===== src/design/wfpd_pkg.sv =====
// shared types, register map and reset values for the wall-following pd drive
package wfpd_pkg;

	// register indexes on the configuration port (byte address is 4 * index)
	typedef enum logic [2:0] {
		REG_WALL_THRESHOLD  = 3'd0,
		REG_TARGET_DISTANCE = 3'd1,
		REG_FRONT_STOP      = 3'd2,
		REG_CELL_PULSES     = 3'd3,
		REG_BASE_LEFT       = 3'd4,
		REG_BASE_RIGHT      = 3'd5,
		REG_KP_GAIN         = 3'd6,
		REG_KD_GAIN         = 3'd7
	} reg_idx_t;

	localparam int unsigned ADDR_W = 5;
	localparam int unsigned DATA_W = 32;

	// reset values of the configuration registers
	localparam logic [9:0] RST_WALL_THRESHOLD  = 10'd300;
	localparam logic [9:0] RST_TARGET_DISTANCE = 10'd550;
	localparam logic [9:0] RST_FRONT_STOP      = 10'd400;
	localparam logic [9:0] RST_CELL_PULSES     = 10'd339;
	localparam logic [8:0] RST_BASE_LEFT       = 9'd375;
	localparam logic [8:0] RST_BASE_RIGHT      = 9'd300;
	localparam logic [7:0] RST_KP_GAIN         = 8'd102;
	localparam logic [7:0] RST_KD_GAIN         = 8'd82;

	// front wall ticks in one move that end it as blocked
	localparam logic [1:0] FRONT_HITS_MAX = 2'd3;

	typedef struct packed {
		logic [9:0] wall_threshold;
		logic [9:0] target_distance;
		logic [9:0] front_stop;
		logic [9:0] cell_pulses;
		logic [8:0] base_left;
		logic [8:0] base_right;
		logic [7:0] kp_gain;
		logic [7:0] kd_gain;
	} cfg_t;

	// one sensor tick
	typedef struct packed {
		logic       start_cell;
		logic [9:0] left_sample;
		logic [9:0] right_sample;
		logic [9:0] front_sample;
		logic [9:0] travelled;
	} tick_t;

	// one drive result
	typedef struct packed {
		logic signed [11:0] left_drive;
		logic signed [11:0] right_drive;
		logic               finished;
		logic               blocked;
		logic               cell_advanced;
	} drive_t;

	// controller state carried from tick to tick
	typedef struct packed {
		logic signed [11:0] previous_error;
		logic [1:0]         front_hits;
	} ctl_state_t;

endpackage


===== src/design/wfpd_regs.sv =====
// configuration register file behind the apb-style port
module wfpd_regs (
	input  logic                          clk,
	input  logic                          arst_n,
	input  logic                          psel,
	input  logic                          penable,
	input  logic                          pwrite,
	input  logic [wfpd_pkg::ADDR_W-1:0]   paddr,
	input  logic [wfpd_pkg::DATA_W-1:0]   pwdata,
	output logic [wfpd_pkg::DATA_W-1:0]   prdata,
	output logic                          pready,
	output wfpd_pkg::cfg_t                cfg
);

	wfpd_pkg::cfg_t   cfg_q;
	wfpd_pkg::reg_idx_t idx;
	logic             wr_en;

	assign pready = 1'b1;
	assign idx    = wfpd_pkg::reg_idx_t'(paddr[4:2]);
	assign wr_en  = psel & penable & pwrite & pready;
	assign cfg    = cfg_q;

	// register writes
	always_ff @(posedge clk or negedge arst_n) begin
		if (!arst_n) begin
			cfg_q.wall_threshold  <= wfpd_pkg::RST_WALL_THRESHOLD;
			cfg_q.target_distance <= wfpd_pkg::RST_TARGET_DISTANCE;
			cfg_q.front_stop      <= wfpd_pkg::RST_FRONT_STOP;
			cfg_q.cell_pulses     <= wfpd_pkg::RST_CELL_PULSES;
			cfg_q.base_left       <= wfpd_pkg::RST_BASE_LEFT;
			cfg_q.base_right      <= wfpd_pkg::RST_BASE_RIGHT;
			cfg_q.kp_gain         <= wfpd_pkg::RST_KP_GAIN;
			cfg_q.kd_gain         <= wfpd_pkg::RST_KD_GAIN;
		end else if (wr_en) begin
			unique case (idx)
				wfpd_pkg::REG_WALL_THRESHOLD:  cfg_q.wall_threshold  <= pwdata[9:0];
				wfpd_pkg::REG_TARGET_DISTANCE: cfg_q.target_distance <= pwdata[9:0];
				wfpd_pkg::REG_FRONT_STOP:      cfg_q.front_stop      <= pwdata[9:0];
				wfpd_pkg::REG_CELL_PULSES:     cfg_q.cell_pulses     <= pwdata[9:0];
				wfpd_pkg::REG_BASE_LEFT:       cfg_q.base_left       <= pwdata[8:0];
				wfpd_pkg::REG_BASE_RIGHT:      cfg_q.base_right      <= pwdata[8:0];
				wfpd_pkg::REG_KP_GAIN:         cfg_q.kp_gain         <= pwdata[7:0];
				wfpd_pkg::REG_KD_GAIN:         cfg_q.kd_gain         <= pwdata[7:0];
				default: ;
			endcase
		end
	end

	// read mux
	always_comb begin
		prdata = '0;
		unique case (idx)
			wfpd_pkg::REG_WALL_THRESHOLD:  prdata = 32'(cfg_q.wall_threshold);
			wfpd_pkg::REG_TARGET_DISTANCE: prdata = 32'(cfg_q.target_distance);
			wfpd_pkg::REG_FRONT_STOP:      prdata = 32'(cfg_q.front_stop);
			wfpd_pkg::REG_CELL_PULSES:     prdata = 32'(cfg_q.cell_pulses);
			wfpd_pkg::REG_BASE_LEFT:       prdata = 32'(cfg_q.base_left);
			wfpd_pkg::REG_BASE_RIGHT:      prdata = 32'(cfg_q.base_right);
			wfpd_pkg::REG_KP_GAIN:         prdata = 32'(cfg_q.kp_gain);
			wfpd_pkg::REG_KD_GAIN:         prdata = 32'(cfg_q.kd_gain);
			default:                       prdata = '0;
		endcase
	end

endmodule


===== src/design/wfpd_step.sv =====
// combinational tick logic: finish checks, error selection and pd correction
module wfpd_step (
	input  wfpd_pkg::cfg_t      cfg,
	input  wfpd_pkg::tick_t     tick,
	input  wfpd_pkg::ctl_state_t cur,
	output wfpd_pkg::drive_t    res,
	output wfpd_pkg::ctl_state_t nxt
);

	logic [1:0]         hits_base;
	logic [1:0]         hits_inc;
	logic               dist_done;
	logic               front_seen;
	logic               front_block;
	logic [11:0]        dist_x3p3;
	logic               third_reached;
	logic               lseen;
	logic               rseen;
	logic signed [11:0] lw_s;
	logic signed [11:0] rw_s;
	logic signed [11:0] tgt_s;
	logic signed [11:0] p;
	logic signed [12:0] d;
	logic signed [20:0] kp_w;
	logic signed [20:0] p_w;
	logic signed [20:0] prod_p;
	logic signed [21:0] kd_w;
	logic signed [21:0] d_w;
	logic signed [21:0] prod_d;
	logic signed [22:0] sum;
	logic signed [22:0] sum_adj;
	logic signed [11:0] pd;

	// front hit count for this tick
	assign hits_base   = tick.start_cell ? 2'd0 : cur.front_hits;
	assign hits_inc    = (hits_base == wfpd_pkg::FRONT_HITS_MAX) ? hits_base
	                                                             : hits_base + 2'd1;
	assign dist_done   = tick.travelled >= cfg.cell_pulses;
	assign front_seen  = tick.front_sample > cfg.front_stop;
	assign front_block = front_seen && (hits_inc == wfpd_pkg::FRONT_HITS_MAX);

	// travelled >= cell_pulses/3 is the same as 3*travelled + 3 > cell_pulses
	assign dist_x3p3     = {1'b0, tick.travelled, 1'b0} + 12'(tick.travelled) + 12'd3;
	assign third_reached = dist_x3p3 > 12'(cfg.cell_pulses);

	// error selection from the side walls
	assign lw_s  = 12'(tick.left_sample);
	assign rw_s  = 12'(tick.right_sample);
	assign tgt_s = 12'(cfg.target_distance);
	assign lseen = tick.left_sample >= cfg.wall_threshold;
	assign rseen = tick.right_sample >= cfg.wall_threshold;

	always_comb begin
		priority if (rseen && lseen) begin
			p = rw_s - lw_s;
			d = 13'(p) - 13'(cur.previous_error);
		end else if (rseen) begin
			p = (rw_s - tgt_s) <<< 1;
			d = 13'(p) - 13'(cur.previous_error);
		end else if (lseen) begin
			p = (tgt_s - lw_s) <<< 1;
			d = 13'(p) - 13'(cur.previous_error);
		end else begin
			p = '0;
			d = '0;
		end
	end

	// pd sum with q0.8 gains, truncated toward zero
	assign kp_w    = 21'(cfg.kp_gain);
	assign p_w     = 21'(p);
	assign prod_p  = kp_w * p_w;
	assign kd_w    = 22'(cfg.kd_gain);
	assign d_w     = 22'(d);
	assign prod_d  = kd_w * d_w;
	assign sum     = 23'(prod_p) + 23'(prod_d);
	assign sum_adj = sum[22] ? sum + 23'sd255 : sum;
	assign pd      = sum_adj[19:8];

	// result and next state
	always_comb begin
		res.left_drive     = 12'(cfg.base_left) - pd;
		res.right_drive    = 12'(cfg.base_right) + pd;
		res.finished       = 1'b0;
		res.blocked        = 1'b0;
		res.cell_advanced  = 1'b0;
		nxt.previous_error = p;
		nxt.front_hits     = front_seen ? hits_inc : hits_base;
		priority if (dist_done) begin
			res.left_drive     = '0;
			res.right_drive    = '0;
			res.finished       = 1'b1;
			res.cell_advanced  = 1'b1;
			nxt.previous_error = cur.previous_error;
			nxt.front_hits     = hits_base;
		end else if (front_block) begin
			res.left_drive     = '0;
			res.right_drive    = '0;
			res.finished       = 1'b1;
			res.blocked        = 1'b1;
			res.cell_advanced  = third_reached;
			nxt.previous_error = cur.previous_error;
		end else begin
		end
	end

endmodule


===== src/design/wall_following_pd_drive.sv =====
// top level of the wall-following pd drive for one maze-cell move
//
// Input channel: one beat per control tick (start_cell, the three ir samples
// and travelled), accepted when in_valid is high and in_stall is low.
// Output channel: one beat per tick (left_drive, right_drive, finished,
// blocked, cell_advanced), taken when out_valid is high and out_stall low.
// Configuration: eight registers on the apb-style port at byte address 4*i;
// the user writes them only while no tick is in flight; the block won't check.
// Path: each input beat goes to the input register, then to the result
// register, fed by the single-pass pd logic.
// Throughput: one tick per cycle while out_stall is low; the pd state and
// front-hit count update as each tick moves into the result register.
// Reset: configuration returns to its defaults, previous error and front
// hit count clear, both pipeline stages empty.
// Stall: a waiting result holds in the result register; one more tick is
// taken into the input register, after that in_stall follows out_stall.
module wall_following_pd_drive (
	input  logic                        clk,
	input  logic                        arst_n,
	input  logic                        psel,
	input  logic                        penable,
	input  logic                        pwrite,
	input  logic [wfpd_pkg::ADDR_W-1:0] paddr,
	input  logic [wfpd_pkg::DATA_W-1:0] pwdata,
	output logic [wfpd_pkg::DATA_W-1:0] prdata,
	output logic                        pready,
	input  logic                        in_valid,
	output logic                        in_stall,
	input  logic                        start_cell,
	input  logic [9:0]                  left_sample,
	input  logic [9:0]                  right_sample,
	input  logic [9:0]                  front_sample,
	input  logic [9:0]                  travelled,
	output logic                        out_valid,
	input  logic                        out_stall,
	output logic signed [11:0]          left_drive,
	output logic signed [11:0]          right_drive,
	output logic                        finished,
	output logic                        blocked,
	output logic                        cell_advanced
);

	wfpd_pkg::cfg_t       cfg;
	wfpd_pkg::tick_t      tick_s1;
	logic                 valid_s1;
	wfpd_pkg::drive_t     res;
	wfpd_pkg::drive_t     res_s2;
	logic                 valid_s2;
	wfpd_pkg::ctl_state_t state_q;
	wfpd_pkg::ctl_state_t state_nxt;
	logic                 s2_free;
	logic                 adv_s1;
	logic                 in_take;

	wfpd_regs u_regs (
		.clk     (clk),
		.arst_n  (arst_n),
		.psel    (psel),
		.penable (penable),
		.pwrite  (pwrite),
		.paddr   (paddr),
		.pwdata  (pwdata),
		.prdata  (prdata),
		.pready  (pready),
		.cfg     (cfg)
	);

	wfpd_step u_step (
		.cfg  (cfg),
		.tick (tick_s1),
		.cur  (state_q),
		.res  (res),
		.nxt  (state_nxt)
	);

	// handshake between the stages
	assign s2_free  = !valid_s2 || !out_stall;
	assign adv_s1   = valid_s1 && s2_free;
	assign in_stall = valid_s1 && !s2_free;
	assign in_take  = in_valid && !in_stall;

	// input register
	always_ff @(posedge clk or negedge arst_n) begin
		if (!arst_n) begin
			valid_s1 <= 1'b0;
		end else if (in_take) begin
			valid_s1 <= 1'b1;
		end else if (adv_s1) begin
			valid_s1 <= 1'b0;
		end
	end

	always_ff @(posedge clk) begin
		if (in_take) begin
			tick_s1.start_cell   <= start_cell;
			tick_s1.left_sample  <= left_sample;
			tick_s1.right_sample <= right_sample;
			tick_s1.front_sample <= front_sample;
			tick_s1.travelled    <= travelled;
		end
	end

	// result register and controller state
	always_ff @(posedge clk or negedge arst_n) begin
		if (!arst_n) begin
			valid_s2 <= 1'b0;
			state_q  <= '0;
		end else begin
			if (s2_free) begin
				valid_s2 <= valid_s1;
			end
			if (adv_s1) begin
				state_q <= state_nxt;
			end
		end
	end

	always_ff @(posedge clk) begin
		if (adv_s1) begin
			res_s2 <= res;
		end
	end

	assign out_valid     = valid_s2;
	assign left_drive    = res_s2.left_drive;
	assign right_drive   = res_s2.right_drive;
	assign finished      = res_s2.finished;
	assign blocked       = res_s2.blocked;
	assign cell_advanced = res_s2.cell_advanced;

	// a finished move always reports zero drive
	a_finish_zero: assert property (@(posedge clk) disable iff (!arst_n)
		(out_valid && finished) |-> (left_drive == 12'sd0 && right_drive == 12'sd0))
		else $error("finished beat with nonzero drive");

	// blocked or cell_advanced only on a finished beat
	a_flags: assert property (@(posedge clk) disable iff (!arst_n)
		(out_valid && !finished) |-> (!blocked && !cell_advanced))
		else $error("move flags set on a running beat");

	// input is only held off while the result register is full and stalled
	a_no_bubble: assert property (@(posedge clk) disable iff (!arst_n)
		in_stall |-> (valid_s1 && out_valid && out_stall))
		else $error("input stalled without a stalled result");

	// a blocked finish leaves the front count saturated
	a_block_hits: assert property (@(posedge clk) disable iff (!arst_n)
		(adv_s1 && res.blocked) |=> (state_q.front_hits == wfpd_pkg::FRONT_HITS_MAX))
		else $error("front count not saturated after a blocked finish");

endmodule


===== config.mk =====
export PLATFORM = sky130hd
export DESIGN_NAME = wall_following_pd_drive
export DESIGN_NICKNAME = d
export VERILOG_FILES = /design/src/design/wfpd_pkg.sv /design/src/design/wfpd_regs.sv /design/src/design/wfpd_step.sv /design/src/design/wall_following_pd_drive.sv
export SDC_FILE = /design/constraint.sdc
export NUM_CORES = 1
export LEC_CHECK = 0
export BUFFER_PORTS_ARGS = -buffer_cell sky130_fd_sc_hd__buf_2
export CAP_MARGIN = 0
export CORE_MARGIN = 5
export CORE_UTILIZATION = 34
export CTS_BUF_LIST = sky130_fd_sc_hd__clkbuf_4
export CTS_CLUSTER_SIZE = 24
export DETAILED_ROUTE_END_ITERATION = 16
export PLACE_DENSITY = 0.58
export REMOVE_ABC_BUFFERS = 1
export SETUP_SLACK_MARGIN = 0.2
export SYNTH_ARGS = -nofsm -noshare
export SYNTH_HDL_FRONTEND = slang
export SYNTH_SLANG_ARGS = --single-unit

===== constraint.sdc =====
create_clock -name clk -period 19.5 [get_ports clk]
set_clock_uncertainty 0.15 [all_clocks]
set_input_delay 4.875 -clock clk [delete_from_list [all_inputs] [get_ports clk]]
set_output_delay 4.875 -clock clk [all_outputs]
set_load 0.02 [all_outputs]

==> impl_metrics.toml, run 1 <==
[synthesis]
ys_seq_area_share_pct = 21.66
synth-seq-cells = 158
synth-edff-count = 68
yosys_warnings = 0
yosysMostFrequentCell = "inv_1"
synth_top_flop_cell = "edfxtp_1"
async_flop_share_pct = 56.96
synthTopCellsByCount = "inv_1, ha_1, fa_1, nand2_1, and2_1"
syn_area_um2 = 20020
yosys-top-cells-area = "fa_1, ha_1, edfxtp_1"
synth_area_leader_cell = "fa_1"
yosysTopAreaCellShare_pct = 21.00
syn_inst = 2100
syn_area_per_cell_um2 = 9.534
yosysUniqueCellTypes = 96

[timing]
rsz0062_at_grt = "false"
setup_viol = 0
worst_slack_ps = 5968
fin_setup_tns_ps = 0
slew_headroom_pct = 29.39
worst_pin_slew_ps = 1054
finalHoldViolations = 0
min_period_ps = 13530
slew_viol_final = 0
min_period_over_period_pct = 69.40
max_freq_ghz = 0.07390

[worst_setup_path]
crit_top_cell = "fa_1"
worst-path-buf-inv = 6
critPathMaxFanout = 14
slowest_stage = "a211oi_2"
r2r_end = "left_drive[11]"
cp_slowest_stage_delay_ps = 810
cp.required_ps = 19740
setup.worst_path.class = "reg2reg"
endpoint_kind = "flop"
r2r_slack_ps = 5970
critPathTopFamily = "adder cells"
cp.arrival_ps = 13770
worstRegToRegCells = 45
rr_startpoint = "tick_s1[20]"
cp-start-kind = "flop"

[min_path]
hold_path.class = "reg2reg"
holdPathEnd = "state_q[9]"
hp-start = "state_q[9]"
min_path_cells = 1

[route]
routed_wl_um = 49860
drtAntennaViolNets = 0
wl_per_cell_um = 16.82
route.detailed.drc = 0
vias = 14700
dr.first_iter.drc_count = 816
dr.pass1.iters = 8
vias_per_cell = 4.957

[clock_network]
root_buffer = "clkbuf_4"
hold_buffers = 0
cts_made_buffers = 17
h-tree-depth = 4
cts_max_path_buffers = 2
clkSlewWorstSetupHoldPaths_ps = 150
clk_latency_ps = 610
post_cts_buffers = 0
cts_tree = "done"
cts.repair.resized = 0
clock_sinks = 158

[floorplan]
dieWidth_um = 252.7
ios = 147
coreArea_um2 = 58690
die_area_um2 = 63840
die_h_um = 252.7
start_util_pct = 34.12
rows = 89

[final_layout]
multiInputGateArea_um2 = 14030
fillerInstances = 5934
num-nets-final = 2704
area_growth_pct = 7.699
fin_area_um2 = 21560
drive_gt1_share_pct = 12.96
seq_area_um2 = 4337

[placed_design]
dpl_cell_area_um2 = 21270
hpwl_um = 42070
numPortBuffers = 99
place.gp.congestion = 0.9150
place_worst_setup_slack_ps = 6020

[grt]
grt_pass1_vias = 15370
overflow = 0
grt_start_max_net_pins = 81
track_usage_pct = 15.76
antenna_found_initial = 1
grt_pass1_wl_um = 80000

[status]
status = "completed"

[job]
cap_violations = 0
metrics by stage:
| stage | hold WS [ps] | instances | utilization, % |
|---|---|---|---|
| after global placement | 329.6 | 2932 | 36.24 |
| final | 370.8 | 2965 | 36.74 |
| after CTS | 375.2 | 2964 | 36.74 |
| after global routing | 392.3 | 2965 | 36.74 |
| after detailed placement | 346.0 | 2932 | 36.24 |
| after floorplan | 307.4 | 2052 | - |
cells by family (layout without fill, tap and decap cells):
| group | count (synthesis) | count (layout) | synth area share [%] |
|---|---|---|---|
| compound gates | 351 | 351 | 11.61 |
| fa+ha+maj | 443 | 443 | 35.54 |
| buf+inv | 436 | 506 | 8.737 |
| flops | 158 | 158 | 21.66 |
| xor+xnor | 96 | 96 | 4.275 |
| mux | 84 | 84 | 4.781 |
| simple gates | 530 | 530 | 13.36 |
| other cells | 2 | 24 | 0.03751 |
worst register-to-register path, delay by kind of cell (launching register included):
family / cells / cell delay [ps]
mux: 1 / 330
flops: 1 / 400
simple gates: 9 / 1650
compound gates: 16 / 4570
xor+xnor: 2 / 920
buf+inv: 6 / 520
fa+ha+maj: 11 / 4800
sequential cells by signal, indices dropped and copies added (netlist names):
signal	flops
u_regs.cfg	74
tick_s1	41
state_q	14
left_drive	12
right_drive	12
blocked	1
cell_advanced	1
finished	1
out_valid	1
valid_s1	1
routing by layer:
metal	part of all wire (%)	vias to the layer above	track usage, %
met5	0	-	0
met4	3.3	0	5.118
met3	3.3	88	1.770
met2	50	277	27.85
met1	44	7292	20.21
li1	-	7041	-
placed cells by master, fill, tap and decap left out, types with 6 or more instances in the layout:
cell / count
a21o_1: 37
buf_4: 9
o21bai_1: 8
o21a_1: 16
or2_2: 8
ha_1: 231
edfxtp_1: 68
and2_1: 109
mux2i_1: 18
fa_1: 210
buf_2: 98
nor2_1: 90
o31ai_1: 6
mux2_2: 61
o21ai_1: 12
a221oi_1: 9
dfstp_2: 34
nand2_1: 170
clkbuf_4: 19
xor2_1: 33
nor3_1: 26
a211oi_1: 12
xnor2_1: 61
a21oi_1: 91
nand2b_1: 21
dfrtp_1: 56
o21ai_0: 76
and3_1: 6
conb_1: 23
inv_1: 367
a21boi_0: 7
a31oi_1: 11
a22oi_1: 6
nand3_1: 21
o211ai_1: 9
nor2b_1: 42
a31o_2: 6
how the worst max path moves through the flow:
| stage | startpoint | endpoint | slack [ps] | depth (start not counted) |
|---|---|---|---|---|
| 6_report | tick_s1[20] | left_drive[11] | 5970 | 45 |
| 3_5_place_dp | tick_s1[20] | left_drive[11] | 6020 | 48 |
| 3_3_place_gp | tick_s1[20] | left_drive[11] | 6200 | 48 |
| 5_1_grt | tick_s1[20] | left_drive[11] | 5190 | 48 |
| 2_1_floorplan | tick_s1[20] | left_drive[11] | 7800 | 48 |
| 4_1_cts | tick_s1[20] | left_drive[11] | 5960 | 48 |
area by class of cell:
class	instances	share of cell area, %
clock buffers	19	0.6615
clock inverters	13	0.7021
inverters	367	6.389
multi-input cells	1527	65.05
repair buffers	107	2.588
well taps	773	4.486
flip-flops and latches	158	20.11
diodes	1	0.01161
Power of run 1 is not shown: default switching activity piles up to over one toggle a cycle in this logic, so the estimate is an artifact.
==> inputs of run 2 (changes only) <==
--- a/config.mk
+++ b/config.mk
@@ -5,6 +5,7 @@
 export SDC_FILE = /design/constraint.sdc
 export NUM_CORES = 1
 export LEC_CHECK = 0
+export ABC_AREA = 1
 export BUFFER_PORTS_ARGS = -buffer_cell sky130_fd_sc_hd__buf_2
 export CAP_MARGIN = 0
 export CORE_MARGIN = 5
==> constraint.sdc (replaced) <==
create_clock -name clk -period 12.75 [get_ports clk]
set_clock_uncertainty 0.15 [all_clocks]
set_input_delay 3.1875 -clock clk [delete_from_list [all_inputs] [get_ports clk]]
set_output_delay 3.1875 -clock clk [all_outputs]
set_load 0.02 [all_outputs]
==> run 2 against run 1 <==
Compared with the run above: area after synthesis up 2.3%; routed wire length increased by 11%; critical path depth up 15; worst hold slack worse by 23 ps; flip-flop and latch count unchanged; core utilization hardly changed; fmax grew 18%; first-iteration DRC count rose by 50%; non-clock buffer count is 2 higher; critical endpoint unchanged; worst setup slack worse by 4700 ps; highest routed layer is now met5.
==> impl_metrics.toml, run 2 <==
[timing]
rsz0062_at_grt = "false"
worst_slack_ps = 1258
max_freq_ghz = 0.08702
min_period_over_period_pct = 90.13
fin_setup_tns_ps = 0
setup_viol = 0
worst_pin_slew_ps = 967.2
min_period_ps = 11490
slew_headroom_pct = 35.28
slew_viol_final = 0
finalHoldViolations = 0

[placed_design]
dp.cells = 3467
place_worst_setup_slack_ps = 983.9
place.gp.congestion = 0.9170
hpwl_um = 46660
numPortBuffers = 99

[final_layout]
num-nets-final = 3232
largest_reg_flops = 74
fillerInstances = 6336
final_common_cell = "inv_1"
drive_gt1_share_pct = 8.496
final_cells = 3502
post-route-util_pct = 36.77
area_growth_pct = 7.759
mostFrequentLayoutCells = "inv_1, nand2_1, ha_1, nor2_1, fa_1"

[worst_setup_path]
r2r_slack_ps = 1260
setup.worst_path.class = "reg2reg"
rr_startpoint = "tick_s1[20]"
cp.arrival_ps = 11720
critPathMaxFanout = 5
cp_slowest_stage_delay_ps = 610
cp.required_ps = 12970
r2r_end = "left_drive[11]"
crit_top_cell = "nand2_1"
cp-start-kind = "flop"
critPathTopFamily = "adder cells"
endpoint_kind = "flop"
worst-path-buf-inv = 10
slowest_stage = "fa_1"
worstRegToRegCells = 60

[synthesis]
synthTopCellsByCount = "inv_1, nand2_1, ha_1, nor2_1, fa_1"
synth-edff-count = 68
yosysUniqueCellTypes = 56
async_flop_share_pct = 56.96
yosys-top-cells-area = "fa_1, ha_1, inv_1"
yosys_warnings = 0
syn_inst = 2618
synth-seq-cells = 158
syn_area_um2 = 20480
yosysTopAreaCellShare_pct = 20.53
synth_area_leader_cell = "fa_1"
yosysMostFrequentCell = "inv_1"
synth_top_flop_cell = "edfxtp_1"
syn_area_per_cell_um2 = 7.823
ys_seq_area_share_pct = 21.18

[route]
wl_per_cell_um = 15.77
vias_per_cell = 4.735
vias = 16580
routed_wl_um = 55210
dr.pass1.iters = 5
route.detailed.drc = 0
dr.first_iter.drc_count = 1223
drtAntennaViolNets = 0

[min_path]
min_path_cells = 2
holdPathEnd = "out_valid"
hold_path.class = "reg2reg"
hp-start = "valid_s1"

[grt]
antenna_found_initial = 3
grt_pass1_vias = 16450
track_usage_pct = 16.89
overflow = 0
grt_pass1_wl_um = 88460
grt_start_max_net_pins = 59

[floorplan]
die_h_um = 255.4
die_area_um2 = 65240
ios = 147
rows = 90
coreArea_um2 = 60020
dieWidth_um = 255.4
start_util_pct = 34.12

[clock_network]
cts_made_buffers = 17
root_buffer = "clkbuf_4"
clk_latency_ps = 620
hold_buffers = 0
clock_sinks = 158
cts_max_path_buffers = 2
clkSlewWorstSetupHoldPaths_ps = 150
cts_tree = "done"
h-tree-depth = 4

[status]
status = "completed"

[job]
cap_violations = 0
## run 2: changes by cell type in the layout (fill, tap and decap cells not counted), moves of 18 or more
cell	before	now
a21o_1	37	10
a21oi_1	91	129
and2_1	109	2
inv_1	367	597
mux2_2	61	0
mux2i_1	18	0
nand2_1	170	528
nand2b_1	21	0
nand3_1	21	73
nand4_1	4	23
nor2_1	90	217
nor2b_1	42	0
o21ai_0	76	146
xnor2_1	61	18
## run 2: routing by layer
layer	global-route usage (%)	vias to the layer above	wire (µm)
met3	2.468	56	2864
met2	27.32	353	25070
met5	0	-	33
met1	24.21	7865	26290
met4	3.644	4	955
li1	-	8304	-
## run 2: through the flow
step | hold slack [ps] | instance area, µm²
4_1_cts | 350.8 | 22040
6_report | 347.7 | 22070
3_5_place_dp | 318.0 | 21780
5_1_grt | 368.5 | 22070
3_3_place_gp | 303.5 | 21780
2_1_floorplan | 284.0 | 20240
## run 2: logic make-up (layout without fill, tap and decap cells)
| group | after synthesis | count (layout) | share of synthesized area [%] |
|---|---|---|---|
| other cells | 2 | 24 | 0.03667 |
| compound gates | 366 | 366 | 9.952 |
| simple gates | 915 | 915 | 18.65 |
| flops | 158 | 158 | 21.18 |
| xor+xnor | 64 | 64 | 2.774 |
| buf+inv | 672 | 752 | 12.77 |
| fa+ha+maj | 441 | 441 | 34.64 |
## run 2: cell type report
cell class	count	area (µm²)	share of cell area, %
repair buffers	109	573.1	2.597
inverters	611	2293	10.39
flip-flops and latches	158	4337	19.65
clock inverters	14	131.4	0.5953
multi-input cells	1809	13620	61.71
clock buffers	18	135.1	0.6123
well taps	782	978.4	4.434
diodes	1	2.502	0.01134
## run 2: how the worst max path moves through the flow
stage	slack (ps)	to	cells after the start	startpoint
after floorplan	2550	left_drive[10]	62	tick_s1[20]
after global placement	1020	left_drive[10]	58	tick_s1[22]
after detailed placement	980	left_drive[10]	59	tick_s1[22]
after CTS	950	left_drive[10]	59	tick_s1[21]
after global routing	250	left_drive[10]	60	tick_s1[20]
final	1260	left_drive[11]	60	tick_s1[20]
## run 2: what timing repair did
action | CTS | global route
gates resized for setup | 0 | 4
buffers inserted | 0 | 2
endpoints found under the setup margin | 0 | 6
## run 2: worst reg2reg max path: cells and delay by family, from the launching register on
family / cells / cell delay (ps)
AOI/OAI and AO/OA: 9 / 1810
xor gates and xnor gates: 2 / 400
buffers and inverters: 10 / 950
DFF: 1 / 400
adders and majority gates: 11 / 4870
and+or+nand+nor: 28 / 2700
Power of run 2 is left out for the same reason.
==> inputs of run 3 (changes only) <==
--- a/config.mk
+++ b/config.mk
@@ -9,11 +9,11 @@
 export BUFFER_PORTS_ARGS = -buffer_cell sky130_fd_sc_hd__buf_2
 export CAP_MARGIN = 0
 export CORE_MARGIN = 5
-export CORE_UTILIZATION = 34
+export CORE_UTILIZATION = 45
 export CTS_BUF_LIST = sky130_fd_sc_hd__clkbuf_4
 export CTS_CLUSTER_SIZE = 24
 export DETAILED_ROUTE_END_ITERATION = 16
-export PLACE_DENSITY = 0.58
+export PLACE_DENSITY = 0.7
 export REMOVE_ABC_BUFFERS = 1
 export SETUP_SLACK_MARGIN = 0.2
 export SYNTH_ARGS = -nofsm -noshare
==> run 3 against run 2 <==
Compared with the run above: count of clock-buffer cells in the layout decreased by 1; global-route usage increased by 5.3 points; register-to-register slack got worse by 40 ps; cell area decreased by 0.91%; core utilization increased by 12 points; sequential share of layout area increased by 0.18 points; routed wire length decreased by 0.56%; worst hold slack got worse by 5.0 ps; critical path depth unchanged; highest routed layer is now met4.
==> impl_metrics.toml, run 3 (same netlist as run 2, synthesis figures left out) <==
[grt]
grt_pass1_vias = 17630
grt_start_max_net_pins = 72
grt_pass1_wl_um = 89580
track_usage_pct = 22.21
antenna_found_initial = 1
overflow = 0

[timing]
fin_setup_tns_ps = 0
min_period_over_period_pct = 90.47
worst_pin_slew_ps = 960.7
setup_viol = 0
finalHoldViolations = 0
worst_slack_ps = 1215
slew_headroom_pct = 35.46
slew_viol_final = 0
rsz0062_at_grt = "false"
max_freq_ghz = 0.08669
min_period_ps = 11540

[status]
status = "completed"

[worst_setup_path]
critPathMaxFanout = 7
cp.arrival_ps = 11780
cp-start-kind = "flop"
endpoint_kind = "flop"
setup.worst_path.class = "reg2reg"
cp_slowest_stage_delay_ps = 580
crit_top_cell = "nand2_1"
cp.required_ps = 12990
slowest_stage = "edfxtp_1"

[floorplan]
die_h_um = 223.3
rows = 78
coreArea_um2 = 45190
die_area_um2 = 49880
ios = 147
start_util_pct = 45.32
dieWidth_um = 223.3

[final_layout]
final_common_cell = "inv_1"
fillerInstances = 4348
area_growth_pct = 6.775
num-nets-final = 3231
mostFrequentLayoutCells = "inv_1, nand2_1, ha_1, nor2_1, fa_1"
largest_reg_flops = 74
drive_gt1_share_pct = 8.499

[route]
routed_wl_um = 54900
dr.pass1.iters = 6
drtAntennaViolNets = 0
wl_per_cell_um = 16.54
vias_per_cell = 5.201
dr.first_iter.drc_count = 1204
route.detailed.drc = 0
vias = 17260

[placed_design]
numPortBuffers = 99
place_worst_setup_slack_ps = 1034
hpwl_um = 46930
place.gp.congestion = 0.9661

[clock_network]
cts_tree = "done"
clkSlewWorstSetupHoldPaths_ps = 180
root_buffer = "clkbuf_4"
h-tree-depth = 4
clk_latency_ps = 590
cts_max_path_buffers = 2
cts_made_buffers = 17
clock_sinks = 158
hold_buffers = 0

[min_path]
hold_path.class = "reg2reg"

[job]
cap_violations = 0
## run 3: path summary, 6_finish.rpt
kind | startpoint | to | slack (ps) | depth (start not counted)
min in group asynchronous | arst_n | u_regs.cfg[37] | 2290 | 1
max in group asynchronous | arst_n | u_regs.cfg[0] | 8950 | 2
setup / recovery | tick_s1[21] | left_drive[10] | 1210 | 60
hold reg to reg | valid_s1 | out_valid | 340 | 2
hold / removal | valid_s1 | out_valid | 340 | 2
setup reg to reg | tick_s1[21] | left_drive[10] | 1210 | 60
## run 3: layer usage
| metal | global-route usage [%] | vias to the layer above | wire [µm] |
|---|---|---|---|
| li1 | - | 8285 | - |
| met2 | 38.90 | 587 | 26980 |
| met4 | 4.486 | 0 | 960 |
| met5 | 0 | - | 0 |
| met3 | 3.605 | 77 | 3840 |
| met1 | 29.27 | 8313 | 23120 |
## run 3: area by class of cell
type,count,area (µm²),area share [%]
multi-input cells,1809,13620,62.27
flip-flops and latches,158,4337,19.83
inverters,611,2293,10.49
well taps,600,750.7,3.433
repair buffers,108,565.5,2.586
clock inverters,15,173.9,0.7953
clock buffers,17,127.6,0.5836
diodes,1,2.502,0.01144
## run 3: repair_timing
item | 4_1_cts | 5_1_grt
resized for setup | 0 | 5
buffers inserted | 0 | 3
endpoints found under the setup margin | 0 | 5
## run 3: critical path: cells and delay by family, from the launching register on
family,cells,cell delay (ps)
compound gates,13,2200
xor+xnor,2,460
fa+ha+maj,11,4800
buf+inv,10,870
flops,1,580
simple gates,24,2240
## run 3: metrics by stage
stage                     util, %  std cells  area, µm²  hold WS (ps)
after floorplan                 -       2578      20240         284.0
after global placement      47.65       3283      21530         300.9
after detailed placement    47.65       3283      21530         312.9
after CTS                   48.32       3315      21830         345.8
after global routing        48.39       3319      21870         368.5
final                       48.39       3319      21870         342.7
Power of run 3 is left out for the same reason.
